## config.mk

```make
export PLATFORM = sky130hd
export DESIGN_NAME = cpu6502_subset_execute_top
export DESIGN_NICKNAME = d
export VERILOG_FILES = /design/src/hdl/cse_pkg.sv /design/src/hdl/cse_exec.sv /design/src/hdl/cpu6502_subset_execute_top.sv
export SDC_FILE = /design/constraint.sdc
export NUM_CORES = 1
export LEC_CHECK = 0
export BUFFER_PORTS_ARGS = -buffer_cell sky130_fd_sc_hd__buf_4
export CAP_MARGIN = 20
export CORE_ASPECT_RATIO = 0.8
export CORE_MARGIN = 2
export CORE_UTILIZATION = 45
export CTS_BUF_LIST = sky130_fd_sc_hd__clkbuf_2 sky130_fd_sc_hd__clkbuf_4 sky130_fd_sc_hd__clkbuf_8
export DETAILED_ROUTE_END_ITERATION = 16
export MAX_ROUTING_LAYER = met4
export PLACE_DENSITY_LB_ADDON = 0.25
export SLEW_MARGIN = 10
export SYNTH_ARGS = -nofsm -noshare
export SYNTH_HDL_FRONTEND = slang
export SYNTH_SLANG_ARGS = --single-unit
```

## constraint.sdc

```tcl
create_clock -name clk -period 7.5 [get_ports clk]
set_input_delay 2.25 -clock clk [delete_from_list [all_inputs] [get_ports clk]]
set_output_delay 2.25 -clock clk [all_outputs]
set_load 0.01 [all_outputs]
```

## src/hdl/cse_pkg.sv

```systemverilog
// Shared types and constants for the 6502 subset execute block.
package cse_pkg;

  // Input transaction: opcode, operands and zero-page read data
  typedef struct packed {
    logic [7:0] func;
    logic [7:0] operand_lo;
    logic [7:0] operand_hi;
    logic [7:0] read_data;
  } in_t;

  // Result transaction: memory write, next pc, cycles, flags, illegal
  typedef struct packed {
    logic       write_enable;
    logic [8:0] write_addr;
    logic [7:0] write_data;
    logic [15:0] next_pc;
    logic [2:0] cycle_count;
    logic [2:0] flags;
    logic       illegal;
  } out_t;

  // Program counter after reset, start of ROM
  localparam logic [15:0] PC_RESET = 16'hF000;
  localparam logic [7:0]  SIGN_BIT = 8'h80;
  localparam logic [7:0]  HIGH_BYTE_ONES = 8'hFF;

  // Supported opcodes
  localparam logic [7:0] OP_STY_ZP  = 8'h84;
  localparam logic [7:0] OP_STA_ZP  = 8'h85;
  localparam logic [7:0] OP_STX_ZP  = 8'h86;
  localparam logic [7:0] OP_STA_ZPX = 8'h95;
  localparam logic [7:0] OP_DEY     = 8'h88;
  localparam logic [7:0] OP_INY     = 8'hC8;
  localparam logic [7:0] OP_INX     = 8'hE8;
  localparam logic [7:0] OP_LDY_IMM = 8'hA0;
  localparam logic [7:0] OP_LDX_IMM = 8'hA2;
  localparam logic [7:0] OP_LDA_IMM = 8'hA9;
  localparam logic [7:0] OP_LDA_ZP  = 8'hA5;
  localparam logic [7:0] OP_CPY_IMM = 8'hC0;
  localparam logic [7:0] OP_CPX_IMM = 8'hE0;
  localparam logic [7:0] OP_BNE     = 8'hD0;
  localparam logic [7:0] OP_INC_ZP  = 8'hE6;
  localparam logic [7:0] OP_NOP     = 8'hEA;
  localparam logic [7:0] OP_JMP_ABS = 8'h4C;

endpackage

```

## src/hdl/cse_exec.sv

```systemverilog
// Architectural state and single-pass instruction execute for the 6502 subset.
module cse_exec (
  input  logic          clk,
  input  logic          rst,
  input  logic          fire,
  input  cse_pkg::in_t  item,
  input  logic          cfg_write_enable,
  input  logic [15:0]   cfg_write_data,
  output cse_pkg::out_t result
);

  logic [15:0] pc, pc_next;
  logic [7:0]  acc, acc_next;
  logic [7:0]  index_x, index_x_next;
  logic [7:0]  index_y, index_y_next;
  logic        zero_flag, zero_flag_next;
  logic        carry_flag, carry_flag_next;
  logic        sign_flag, sign_flag_next;
  logic        halted, halted_next;

  logic [15:0] pc1, pc2, branch_target;
  logic [7:0]  lo, inc_val, y_dec, y_inc, x_inc, cpx_diff;
  logic        we, bad;
  logic [8:0]  waddr;
  logic [7:0]  wdata;
  logic [2:0]  cyc;

  // Shared adders
  assign lo            = item.operand_lo;
  assign pc1           = pc + 16'd1;
  assign pc2           = pc + 16'd2;
  assign branch_target = pc2 + {(lo[7] ? cse_pkg::HIGH_BYTE_ONES : 8'h00), lo};
  assign inc_val       = item.read_data + 8'd1;
  assign y_dec         = index_y - 8'd1;
  assign y_inc         = index_y + 8'd1;
  assign x_inc         = index_x + 8'd1;
  assign cpx_diff      = index_x - lo;

  // Decode and execute one instruction
  always_comb begin
    pc_next         = pc;
    acc_next        = acc;
    index_x_next    = index_x;
    index_y_next    = index_y;
    zero_flag_next  = zero_flag;
    carry_flag_next = carry_flag;
    sign_flag_next  = sign_flag;
    halted_next     = halted;
    we    = 1'b0;
    waddr = '0;
    wdata = '0;
    cyc   = 3'd0;
    bad   = 1'b0;
    if (halted) begin
      bad = 1'b1;
    end else begin
      unique case (item.func)
        cse_pkg::OP_STY_ZP: begin
          we = 1'b1; waddr = {1'b0, lo}; wdata = index_y; pc_next = pc2; cyc = 3'd3;
        end
        cse_pkg::OP_STA_ZP: begin
          we = 1'b1; waddr = {1'b0, lo}; wdata = acc; pc_next = pc2; cyc = 3'd3;
        end
        cse_pkg::OP_STX_ZP: begin
          we = 1'b1; waddr = {1'b0, lo}; wdata = index_x; pc_next = pc2; cyc = 3'd3;
        end
        cse_pkg::OP_STA_ZPX: begin
          we = 1'b1; waddr = {1'b0, lo} + {1'b0, index_x}; wdata = acc;
          pc_next = pc2; cyc = 3'd4;
        end
        cse_pkg::OP_DEY: begin
          index_y_next = y_dec; zero_flag_next = (y_dec == 8'h00);
          pc_next = pc1; cyc = 3'd2;
        end
        cse_pkg::OP_INY: begin
          index_y_next = y_inc; zero_flag_next = (y_inc == 8'h00);
          pc_next = pc1; cyc = 3'd2;
        end
        cse_pkg::OP_INX: begin
          index_x_next = x_inc; zero_flag_next = (x_inc == 8'h00);
          pc_next = pc1; cyc = 3'd2;
        end
        cse_pkg::OP_LDY_IMM: begin
          index_y_next = lo; zero_flag_next = (lo == 8'h00); pc_next = pc2; cyc = 3'd2;
        end
        cse_pkg::OP_LDX_IMM: begin
          index_x_next = lo; zero_flag_next = (lo == 8'h00); pc_next = pc2; cyc = 3'd2;
        end
        cse_pkg::OP_LDA_IMM: begin
          acc_next = lo; zero_flag_next = (lo == 8'h00); pc_next = pc2; cyc = 3'd2;
        end
        cse_pkg::OP_LDA_ZP: begin
          acc_next = item.read_data; zero_flag_next = (item.read_data == 8'h00);
          pc_next = pc2; cyc = 3'd3;
        end
        cse_pkg::OP_CPY_IMM: begin
          zero_flag_next = (lo == index_y); pc_next = pc2; cyc = 3'd2;
        end
        cse_pkg::OP_CPX_IMM: begin
          carry_flag_next = (index_x >= lo);
          zero_flag_next  = (index_x == lo);
          sign_flag_next  = ((cpx_diff & cse_pkg::SIGN_BIT) != 8'h00);
          pc_next = pc2; cyc = 3'd2;
        end
        cse_pkg::OP_BNE: begin
          if (zero_flag) begin
            pc_next = pc2; cyc = 3'd2;
          end else begin
            pc_next = branch_target; cyc = 3'd3;
          end
        end
        cse_pkg::OP_INC_ZP: begin
          we = 1'b1; waddr = {1'b0, lo}; wdata = inc_val;
          zero_flag_next = (inc_val == 8'h00); pc_next = pc2; cyc = 3'd5;
        end
        cse_pkg::OP_NOP: begin
          pc_next = pc1; cyc = 3'd2;
        end
        cse_pkg::OP_JMP_ABS: begin
          pc_next = {item.operand_hi, lo}; cyc = 3'd3;
        end
        default: begin
          bad = 1'b1; halted_next = 1'b1;
        end
      endcase
    end
    // Drop any effect of an unsupported opcode except the halt
    if (bad) begin
      pc_next = pc;
      we    = 1'b0;
      waddr = '0;
      wdata = '0;
      cyc   = 3'd0;
    end
  end

  // Form the result transaction
  always_comb begin
    result.write_enable = we;
    result.write_addr   = waddr;
    result.write_data   = wdata;
    result.next_pc      = pc_next;
    result.cycle_count  = cyc;
    result.flags        = {sign_flag_next, carry_flag_next, zero_flag_next};
    result.illegal      = bad;
  end

  // Commit state when an instruction executes; a config write loads the pc and takes priority
  always_ff @(posedge clk) begin
    if (rst) begin
      pc         <= cse_pkg::PC_RESET;
      acc        <= '0;
      index_x    <= '0;
      index_y    <= '0;
      zero_flag  <= 1'b0;
      carry_flag <= 1'b0;
      sign_flag  <= 1'b0;
      halted     <= 1'b0;
    end else if (cfg_write_enable) begin
      pc <= cfg_write_data;
    end else if (fire) begin
      pc         <= pc_next;
      acc        <= acc_next;
      index_x    <= index_x_next;
      index_y    <= index_y_next;
      zero_flag  <= zero_flag_next;
      carry_flag <= carry_flag_next;
      sign_flag  <= sign_flag_next;
      halted     <= halted_next;
    end
  end

endmodule

```

## src/hdl/cpu6502_subset_execute_top.sv

```systemverilog
// Top level of the 6502 subset execute block: input and result registers around execute.
//
//   channel  direction  handshake                       payload
//   in       input      in_valid / in_ready             in_data (cse_pkg::in_t)
//   out      output     out_valid / out_ready           out_data (cse_pkg::out_t)
//   cfg      input      cfg_write_enable (no wait)      cfg_write_data (start address)
//
// One instruction per cycle sustained while out_ready stays high; an accepted instruction is held in the
// input register, and the combinational execute stage feeds its result into the result register.
// Reset loads the pc with 0xF000 and clears A, X, Y, the flags and the halt.
// A stalled result holds the execute stage, which in turn holds the input register;
// in_ready stays high as long as the input register can advance.
module cpu6502_subset_execute_top (
  input  logic          clk,
  input  logic          rst,
  input  logic          in_valid,
  output logic          in_ready,
  input  cse_pkg::in_t  in_data,
  output logic          out_valid,
  input  logic          out_ready,
  output cse_pkg::out_t out_data,
  input  logic          cfg_write_enable,
  input  logic [15:0]   cfg_write_data
);

  logic          in_full;
  cse_pkg::in_t  in_hold;
  logic          out_full;
  cse_pkg::out_t out_hold;
  cse_pkg::out_t exec_result;
  logic          exec_fire;

  // Advance the execute stage when the result register is free or draining
  assign exec_fire = in_full && (!out_full || out_ready);
  assign in_ready  = !in_full || exec_fire;

  // Hold the accepted transaction until it executes
  always_ff @(posedge clk) begin
    if (rst) begin
      in_full <= 1'b0;
    end else if (in_ready) begin
      in_full <= in_valid;
    end
  end

  always_ff @(posedge clk) begin
    if (in_valid && in_ready) begin
      in_hold <= in_data;
    end
  end

  cse_exec u_exec (
    .clk              (clk),
    .rst              (rst),
    .fire             (exec_fire),
    .item             (in_hold),
    .cfg_write_enable (cfg_write_enable),
    .cfg_write_data   (cfg_write_data),
    .result           (exec_result)
  );

  // Capture the result; hold it until the consumer takes it
  always_ff @(posedge clk) begin
    if (rst) begin
      out_full <= 1'b0;
    end else if (exec_fire) begin
      out_full <= 1'b1;
    end else if (out_ready) begin
      out_full <= 1'b0;
    end
  end

  always_ff @(posedge clk) begin
    if (exec_fire) begin
      out_hold <= exec_result;
    end
  end

  assign out_valid = out_full;
  assign out_data  = out_hold;

  // An empty result register never blocks the input
  a_ready_when_empty : assert property (@(posedge clk) disable iff (rst)
    !out_full |-> in_ready)
    else $error("input stalled with empty result register");

  // Illegal results carry no cycles and no write
  a_illegal_quiet : assert property (@(posedge clk) disable iff (rst)
    out_valid && out_data.illegal |->
      out_data.cycle_count == 3'd0 && !out_data.write_enable)
    else $error("illegal result with side effects");

  // No write means zero address and data
  a_no_write_zero : assert property (@(posedge clk) disable iff (rst)
    out_valid && !out_data.write_enable |->
      out_data.write_addr == 9'd0 && out_data.write_data == 8'd0)
    else $error("write fields nonzero without write enable");

  // A queued item executes in the same cycle as the result register is taken, so it stays full
  a_drain_advances : assert property (@(posedge clk) disable iff (rst)
    in_full && out_full && out_ready |=> out_full)
    else $error("result register failed to refill");

endmodule
```

* Yosys cells after proc, flatten, opt, wreduce, memory -nomap -nowiden
Index checks and enable logic that the tools add are counted.
** Storage, ports and cells
- Register bits after elaboration :: 119
- Word-level logic and storage cells :: 108
** Cells by class
- Add/subtract/negate cells :: 9
- $lt $le $gt $ge :: 1
- Eq/ne operators :: 19
- Multiplexer cells :: 25
- Bitwise gates (word level) :: 2
- Reductions and logical operators :: 31
** Operators with widths (number)
- $eq 8x8->1 const B :: 16
- $mux 16 :: 5
- $pmux 16 s4 :: 1
- $logic_not 8->1 :: 6
- $pmux 8 s2 :: 2
- $pmux 8 s4 :: 1
- $add 8x1->8 const B :: 3
- $pmux 8 s3 :: 1
- $pmux 9 s2 :: 1
- $reduce_or 17->1 :: 1
- $add 16x1->16 const B :: 1
- $add 16x16->16 :: 1
- $add 16x2->16 const B :: 1
- $eq 8x8->1 :: 2
- $pmux 3 s5 :: 1
- $reduce_and 4->1 :: 3
- $mux 1 :: 11
- $reduce_or 11->1 :: 1
- $reduce_or 5->1 :: 2
- $add 8x8->9 :: 1
- $reduce_or 9->1 :: 1
- $eq 8x7->1 const B :: 1
- $ge 8x8->1 :: 1
- $mux 8 :: 1
- other kinds (13) :: 22

* Longest topological paths before layout
Gate-level depths: netlist of run 1.
- Depth in word-level cells :: 8
- Depth in mapped cells :: 15

* By module
From an unflattened synthesis of run 1, not the netlist that was laid out.
** Second synthesis, totals
- Cell total of the unflattened synthesis :: 973
- Area, all modules :: 8445.6 um^2
** By module, submodules not included
- cse_exec :: times used 1, cells an instance 890, area an instance 6149.6 um^2
- cpu6502_subset_execute_top :: times used 1, cells an instance 83, area an instance 2296.0 um^2

* Worst setup path after synthesis of run 1
OpenSTA, ideal clock, no wires.
- Path type :: in2out
- Start :: in out_ready
- End :: out in_ready
- Arrival :: 2.547 ns
- Path slack :: 2.703 ns
- Stages on the path :: 2
- Path through :: nor2b_1 > nand2_1
** On the way
- Longest elaborated chain between the ends :: 3
** RTL lines
- start, declared :: RTL line cpu6502_subset_execute_top.sv:20 : input logic out_ready,
- $logic_or 1x1->1 :: RTL line cpu6502_subset_execute_top.sv:34 : assign exec_fire = in_full && (!out_full || out_ready);
- $logic_and 1x1->1 :: RTL line cpu6502_subset_execute_top.sv:34
- $logic_or 1x1->1 :: RTL line cpu6502_subset_execute_top.sv:35 : assign in_ready = !in_full || exec_fire;
- end, declared :: RTL line cpu6502_subset_execute_top.sv:17 : output logic in_ready,
Every way passes these cells.

* Worst setup path in the final report of run 1
Same ends and word-level chain as after synthesis.

==> key figures, run 1 <==
Global route
  – GRT overflow: 0
  – First-pass GRT wire length: 37500 um
  – Initial antenna violation count: 0
  – Vias in the first global route: 6961
  – Largest net degree at the start of global routing: 54
  – GRT Overall Usage: 25.3%

Power and ir drop
  – Power Density: 160 mW/mm^2
  – Pleak: 0.00357 uW
  – Peak VDD IR: 0.000109 V
  – NetSw: 440 uW
  – P_int: 1080 uW
  – Sw Ratio: 28.9%
  – Clock share of power: 36.7%
  – Share of power burned in combinational logic: 13.6%
  – Total power: 1520 uW
  – Sequential power share: 49.7%

Clocking
  – Clk root buf: clkbuf_8
  – Post-CTS resize count: 0
  – Hold_buf cts: 0
  – Setup bufs post-CTS: 0
  – Clk sink count: 119
  – Clock Path Buffers: 2
  – H-Tree Depth: 4
  – CTS Buf Count: 17
  – Worst skew pair latency: 0.45 ns
  – CTS tree: built
  – Clk pin slew, worst setup/hold paths: 0.07 ns

Layout
  – Diode count: 0
  – Multi-input gate area: 0.00482 mm^2
  – Post-route insts no fill: 1242
  – Share of cells above drive strength 1: 16.4%
  – FF+latch area: 0.00311 mm^2
  – Area delta synth->final: 14.4%
  – Layout Nets: 1097
  – Most frequent cells in the layout: buf_4 (106), nand2_1 (105), nor2_1 (87)
  – Fillers: 1683
  – Leading cell type in the layout, fill and taps excluded: buf_4

Floorplanning
  – Initial Utilization: 45.9%
  – Die Y: 126 um
  – Die X: 156 um
  – # IOs: 96
  – Area of the die: 0.0196 mm^2
  – Core Region: 0.0181 mm^2
  – Row Count: 44

STA
  – RSZ-0062 raised after global routing: no
  – Max_slew headroom: 40.9%
  – Fin Setup TNS: 0 ns
  – Final setup viols: 0
  – Max Freq: 198 MHz
  – Final Skew: 0.0175 ns
  – Final Cycle Share: 67.4%
  – Final hold vios: 0
  – Fin crit period: 5.06 ns
  – Final Max Slew Viols: 0
  – Slew @ Worst Pin: 0.887 ns

Drt
  – Final antenna-violating net count: 0
  – Drt pass-1 iters: 6
  – Total wire length: 23500 um
  – Final routed DRC violation total: 0
  – Vias: 7619
  – First DRT Iteration DRCs: 793
  – Routed len/inst: 18.9 um
  – DR vias/cell: 6.13

Placed design
  – Hpwl dp: 16700 um
  – IO Port Bufs: 95
  – Placed cell count: 1210
  – Placer Congestion: 0.942

Setup path
  – Critical path peak fanout: 4
  – Arr. time, crit path: 2.81 ns
  – Setup slack, reg-to-reg: 3.10 ns
  – R2r endpoint: u_exec.pc[15]
  – Crit end category: output pin
  – CP required: 5.25 ns
  – FF-to-FF Start: u_exec.pc[2]
  – Worst setup SP type: input pin
  – FF-to-FF path depth: 14
  – Setup CP Type: input pin to output pin

Synthesis
  – Syn nets: 1034
  – FFs w/ async S/R, synth: 0%
  – Post-Syn Instances: 936
  – Cell variety after synth: 88
  – Post-synth EDFFs: 73
  – Register area share after synthesis: 37.4%
  – Synth Area per Inst: 8.88 um^2
  – Warnings, synthesis: 0
  – Seq cells post-synth: 119
  – Synth Flop Type: edfxtp_1
  – Synthesized area: 0.00831 mm^2

Job
  – Max_cap viols: 0

Hold path
  – Hold Crit Start: u_exec.sign_flag
  – Worst Hold Endpoint: u_exec.sign_flag
  – Hold path depth: 2
  – Hold WC Path Type: flip-flop to flip-flop

Run status
  – Status: complete, no violations
[synth_stat cells (all sizes together), types with 6 or more instances]
library cell	instances	share of area [%]
nand2	105	4.7
a41oi	6	0.63
clkbuf	46	2.1
a211oi	9	0.81
nand4	16	1.2
o21ai	47	2.8
a311oi	12	1.3
edfxtp	73	26
nor2b	13	0.98
a22oi	23	2.1
o211ai	9	0.87
a221oi	6	0.71
a222oi	8	0.96
o21a	7	0.63
xor2	29	3.1
inv	31	1.4
a31oi	14	1.3
nor2	90	4.2
a22o	8	0.84
o31ai	6	0.54
xnor2	34	3.6
a21o	6	0.54
nor4	12	1.2
mux2i	8	0.96
a21oi	49	3.0
and3	13	0.98
nand3	33	2.0
ha	43	6.5
dfxtp	46	11
buf	16	1.2
nor3	18	1.2
nand2b	13	0.98
[stage by stage]
| step | area (um^2) | hold WS (ns) | setup slack, ns | utilization, % |
|---|---|---|---|---|
| 2_1_floorplan | 8310 | 0.434 | 2.70 | - |
| 3_3_place_gp | 9140 | 0.445 | 2.46 | 50.4 |
| 3_5_place_dp | 9140 | 0.455 | 2.44 | 50.4 |
| 4_1_cts | 9510 | 0.467 | 2.43 | 52.5 |
| 5_1_grt | 9510 | 0.473 | 2.36 | 52.5 |
| 6_report | 9510 | 0.466 | 2.44 | 52.5 |
[power by group through the flow]
stage	registers [uW]	logic, uW	clock network (uW)
floorplan	755	144	0
detailed placement	771	205	0
global placement	771	202	0
CTS	757	206	575
finish	758	208	559
global route	762	229	602
[routing by layer]
metal / share of wire (%) / global-route usage (%) / vias to the layer above
met5: 0 / - / -
met3: 8.5 / 5.65 / 37
met1: 49 / 38.0 / 3602
met2: 41 / 33.8 / 346
li1: - / - / 3634
met4: 1.8 / 6.85 / 0
[worst max-delay path, stage by stage]
cell,delay (ns)
buf_4,0.11
nor2b_1,0.21
nand2_1,0.10
buf_4,0.15
[layout make-up]
class	instances	area share (%)
clock buffer	18	2.61
tap	230	3.03
timing repair buffer	106	8.37
multi-input combinational	723	50.7
inverter	32	1.26
clock inverter	14	1.30
sequential	119	32.7
[sequential cells by signal (all words and copies together), names as in the netlist]
name               count
u_exec.acc             8
in_hold               32
out_data              41
u_exec.carry_flag      1
out_valid              1
u_exec.index_y         8
u_exec.index_x         8
u_exec.zero_flag       1
in_full                1
u_exec.sign_flag       1
u_exec.halted          1
u_exec.pc             16
[cells by family after synthesis]
kind of cell	after synthesis	synth area share, %
buffers and inverters	94	4.74
muxes	12	1.51
AOI/OAI and AO/OA	251	21.6
xor gates and xnor gates	63	6.64
DFF	119	37.4
adders and majority gates	45	6.95
and+or+nand+nor	352	21.1
[worst max path at each step]
stage / slack [ns] / startpoint / cells past startpoint / end
4_1_cts: 2.43 / out_ready / 4 / in_ready
5_1_grt: 2.36 / out_ready / 4 / in_ready
6_report: 2.44 / out_ready / 4 / in_ready
3_3_place_gp: 2.46 / out_ready / 4 / in_ready
2_1_floorplan: 2.70 / out_ready / 2 / in_ready
3_5_place_dp: 2.44 / out_ready / 4 / in_ready
Note: power is estimated with default switching activity, not from simulation.
==> inputs of run 2 (changes only) <==
- ABC_AREA: not set -> 1
- clock period: 7.5 -> 5 ns (I/O delays scaled with it)
==> key figures, run 2 <==
Placed design
  – Hpwl dp: 20400 um
  – IO Port Bufs: 95
  – Placer Congestion: 0.966

Setup path
  – Worst Path Buf+Inv: 3
  – CP required: 3.50 ns
  – CP peak stage delay: 0.16 ns
  – Critical-path top delay cell: buf_4
  – Most Frequent Cell on Critical Path: buf_4
  – Critical path's top delay family: buffers and inverters
  – Setup CP Type: input pin to output pin
  – Critical path peak fanout: 3
  – Arr. time, crit path: 1.93 ns
  – Crit-path cells: buf_4, inv_1, nand3_1, buf_4
  – Worst setup SP type: input pin
  – Crit end category: output pin

Power and ir drop
  – P_int: 1630 uW
  – Peak VDD IR: 0.000201 V
  – NetSw: 744 uW
  – Power Density: 237 mW/mm^2
  – Sw Ratio: 31.4%
  – Clock share of power: 36.7%
  – Share of power burned in combinational logic: 15.6%
  – Sequential power share: 47.8%
  – Total power: 2370 uW
  – Pleak: 0.00476 uW

Synthesis
  – Synthesized area: 0.00867 mm^2
  – Post-Syn Instances: 1222
  – Warnings, synthesis: 0
  – Most frequent cell after synthesis: nand2_1
  – Synth Area per Inst: 7.09 um^2
  – Post-synth EDFFs: 73
  – Seq cells post-synth: 119
  – Cell variety after synth: 52
  – FFs w/ async S/R, synth: 0%
  – Synth top cells by count: nand2_1 (342), inv_1 (158), nor2_1 (109)
  – Syn nets: 1320
  – Top post-synthesis cells by area: edfxtp_1 (25%), nand2_1 (15%), dfxtp_1 (11%), inv_1 (6.8%), ha_1 (6.2%)
  – Area fraction of the dominant cell type after synthesis: 25.3%
  – Cell taking the most area after synthesis: edfxtp_1
  – Register area share after synthesis: 35.9%
  – Synth Flop Type: edfxtp_1

Global route
  – GRT Overall Usage: 27.7%
  – Vias in the first global route: 7871
  – Largest net degree at the start of global routing: 42
  – Met3 Resource Use GR: 6.76%
  – GR Layer Usage met1: 40.6%
  – Initial antenna violation count: 0
  – GR peak layer: met1
  – Met2 Track Usage GR: 37.6%
  – GRT overflow: 0
  – First-pass GRT wire length: 42500 um

STA
  – Max_slew headroom: 39.8%
  – Final Skew: 0.0146 ns
  – Final Cycle Share: 68.6%
  – Max Freq: 292 MHz
  – Final setup viols: 0
  – RSZ-0062 raised after global routing: no
  – Slew @ Worst Pin: 0.900 ns
  – Fin Setup TNS: 0 ns
  – Final hold vios: 0
  – Final Max Slew Viols: 0
  – Fin crit period: 3.43 ns

Clocking
  – Clk sink count: 119
  – Hold_buf cts: 0
  – Worst skew pair latency: 0.47 ns
  – Post-CTS resize count: 0
  – Clk root buf: clkbuf_8
  – H-Tree Depth: 4
  – CTS tree: built
  – CTS Buf Count: 17
  – Clk pin slew, worst setup/hold paths: 0.08 ns
  – Clock Path Buffers: 2
  – Setup bufs post-CTS: 0

Job
  – Max_cap viols: 0

Layout
  – Area delta synth->final: 15.5%
  – Fillers: 1926
  – Most frequent cells in the layout: nand2_1 (342), inv_1 (157), nor2_1 (109)
  – Max FFs per register: 41
  – Share of cells above drive strength 1: 13.2%
  – Layout Nets: 1414
  – Diode count: 0
  – Leading cell type in the layout, fill and taps excluded: nand2_1

Drt
  – Drt pass-1 iters: 8
  – Final routed DRC violation total: 0
  – DR vias/cell: 5.48
  – Vias: 8704
  – Routed len/inst: 17.1 um
  – Total wire length: 27200 um
  – First DRT Iteration DRCs: 981
  – Final antenna-violating net count: 0

Floorplanning
  – Die X: 159 um
  – Area of the die: 0.0204 mm^2
  – Die Y: 128 um
  – Initial Utilization: 45.8%
  – Row Count: 45
  – # IOs: 96
  – Core Region: 0.0189 mm^2

Run status
  – Status: complete, no violations

Hold path
  – Hold WC Path Type: flip-flop to flip-flop
[run 2: changes by cell type after synthesis, moves of 22 or more]
cell	delta
a22oi_1	-22
nand3_1	+68
o21ai_0	+24
clkbuf_1	-35
inv_1	+128
xnor2_1	-33
nand2_1	+237
nor2_1	+22
[run 2: cell families (layout without fill, tap and decap cells)]
family          after synthesis  count (layout)  share of synthesized area, %
compound gates              213             213                          14.7
xor+xnor                     35              35                          3.54
fa+ha+maj                    45              45                          6.67
buf+inv                     196             303                          8.92
flops                       119             119                          35.9
simple gates                614             614                          30.3
[run 2: power by group through the flow]
| stage | registers (uW) | clock network [uW] | logic (uW) |
|---|---|---|---|
| after global placement | 1150 | 0 | 356 |
| after global routing | 1140 | 929 | 416 |
| after floorplan | 1140 | 0 | 233 |
| final | 1130 | 869 | 369 |
| after detailed placement | 1150 | 0 | 360 |
| after CTS | 1130 | 878 | 362 |
[run 2: area by class of cell]
class,instances,area (um^2),share of cell area (%)
clock inverter,15,145,1.45
multi-input combinational,907,4780,47.8
inverter,172,648,6.48
sequential,119,3110,31.1
tap,258,323,3.23
clock buffer,17,234,2.34
timing repair buffer,99,763,7.63
[run 2: tightest hold or removal path, delay by kind of cell, from the launching register on]
kind,cells,cell delay (ns)
AOI/OAI and AO/OA,1,0.06
and+or+nand+nor,1,0.08
DFF,1,0.34
[run 2: layer usage]
layer,wire (um),up-vias
met5,0,-
met1,13000,4009
met4,578,0
met3,2690,50
li1,-,4243
met2,10900,402
[run 2: through the flow]
| stage | hold WS (ns) | cell area, um^2 | setup WS (ns) | std cells | utilization, % |
|---|---|---|---|---|---|
| 2_1_floorplan | 0.483 | 8670 | 1.73 | 1222 | - |
| 3_3_place_gp | 0.503 | 9600 | 1.58 | 1554 | 50.8 |
| 5_1_grt | 0.567 | 10000 | 1.54 | 1587 | 52.9 |
| 3_5_place_dp | 0.520 | 9600 | 1.58 | 1554 | 50.8 |
| 4_1_cts | 0.539 | 9980 | 1.57 | 1586 | 52.8 |
| 6_report | 0.531 | 10000 | 1.57 | 1587 | 52.9 |
[run 2: worst paths after layout]
kind                            slack (ns)          from      endpoint  cells past startpoint
worst max-delay path                  1.57     out_ready      in_ready                      4
worst min-delay path                  0.53     out_valid     out_valid                      2
worst max register to register        1.98  u_exec.pc[1]  out_data[21]                     16
worst min register to register        0.53     out_valid     out_valid                      2
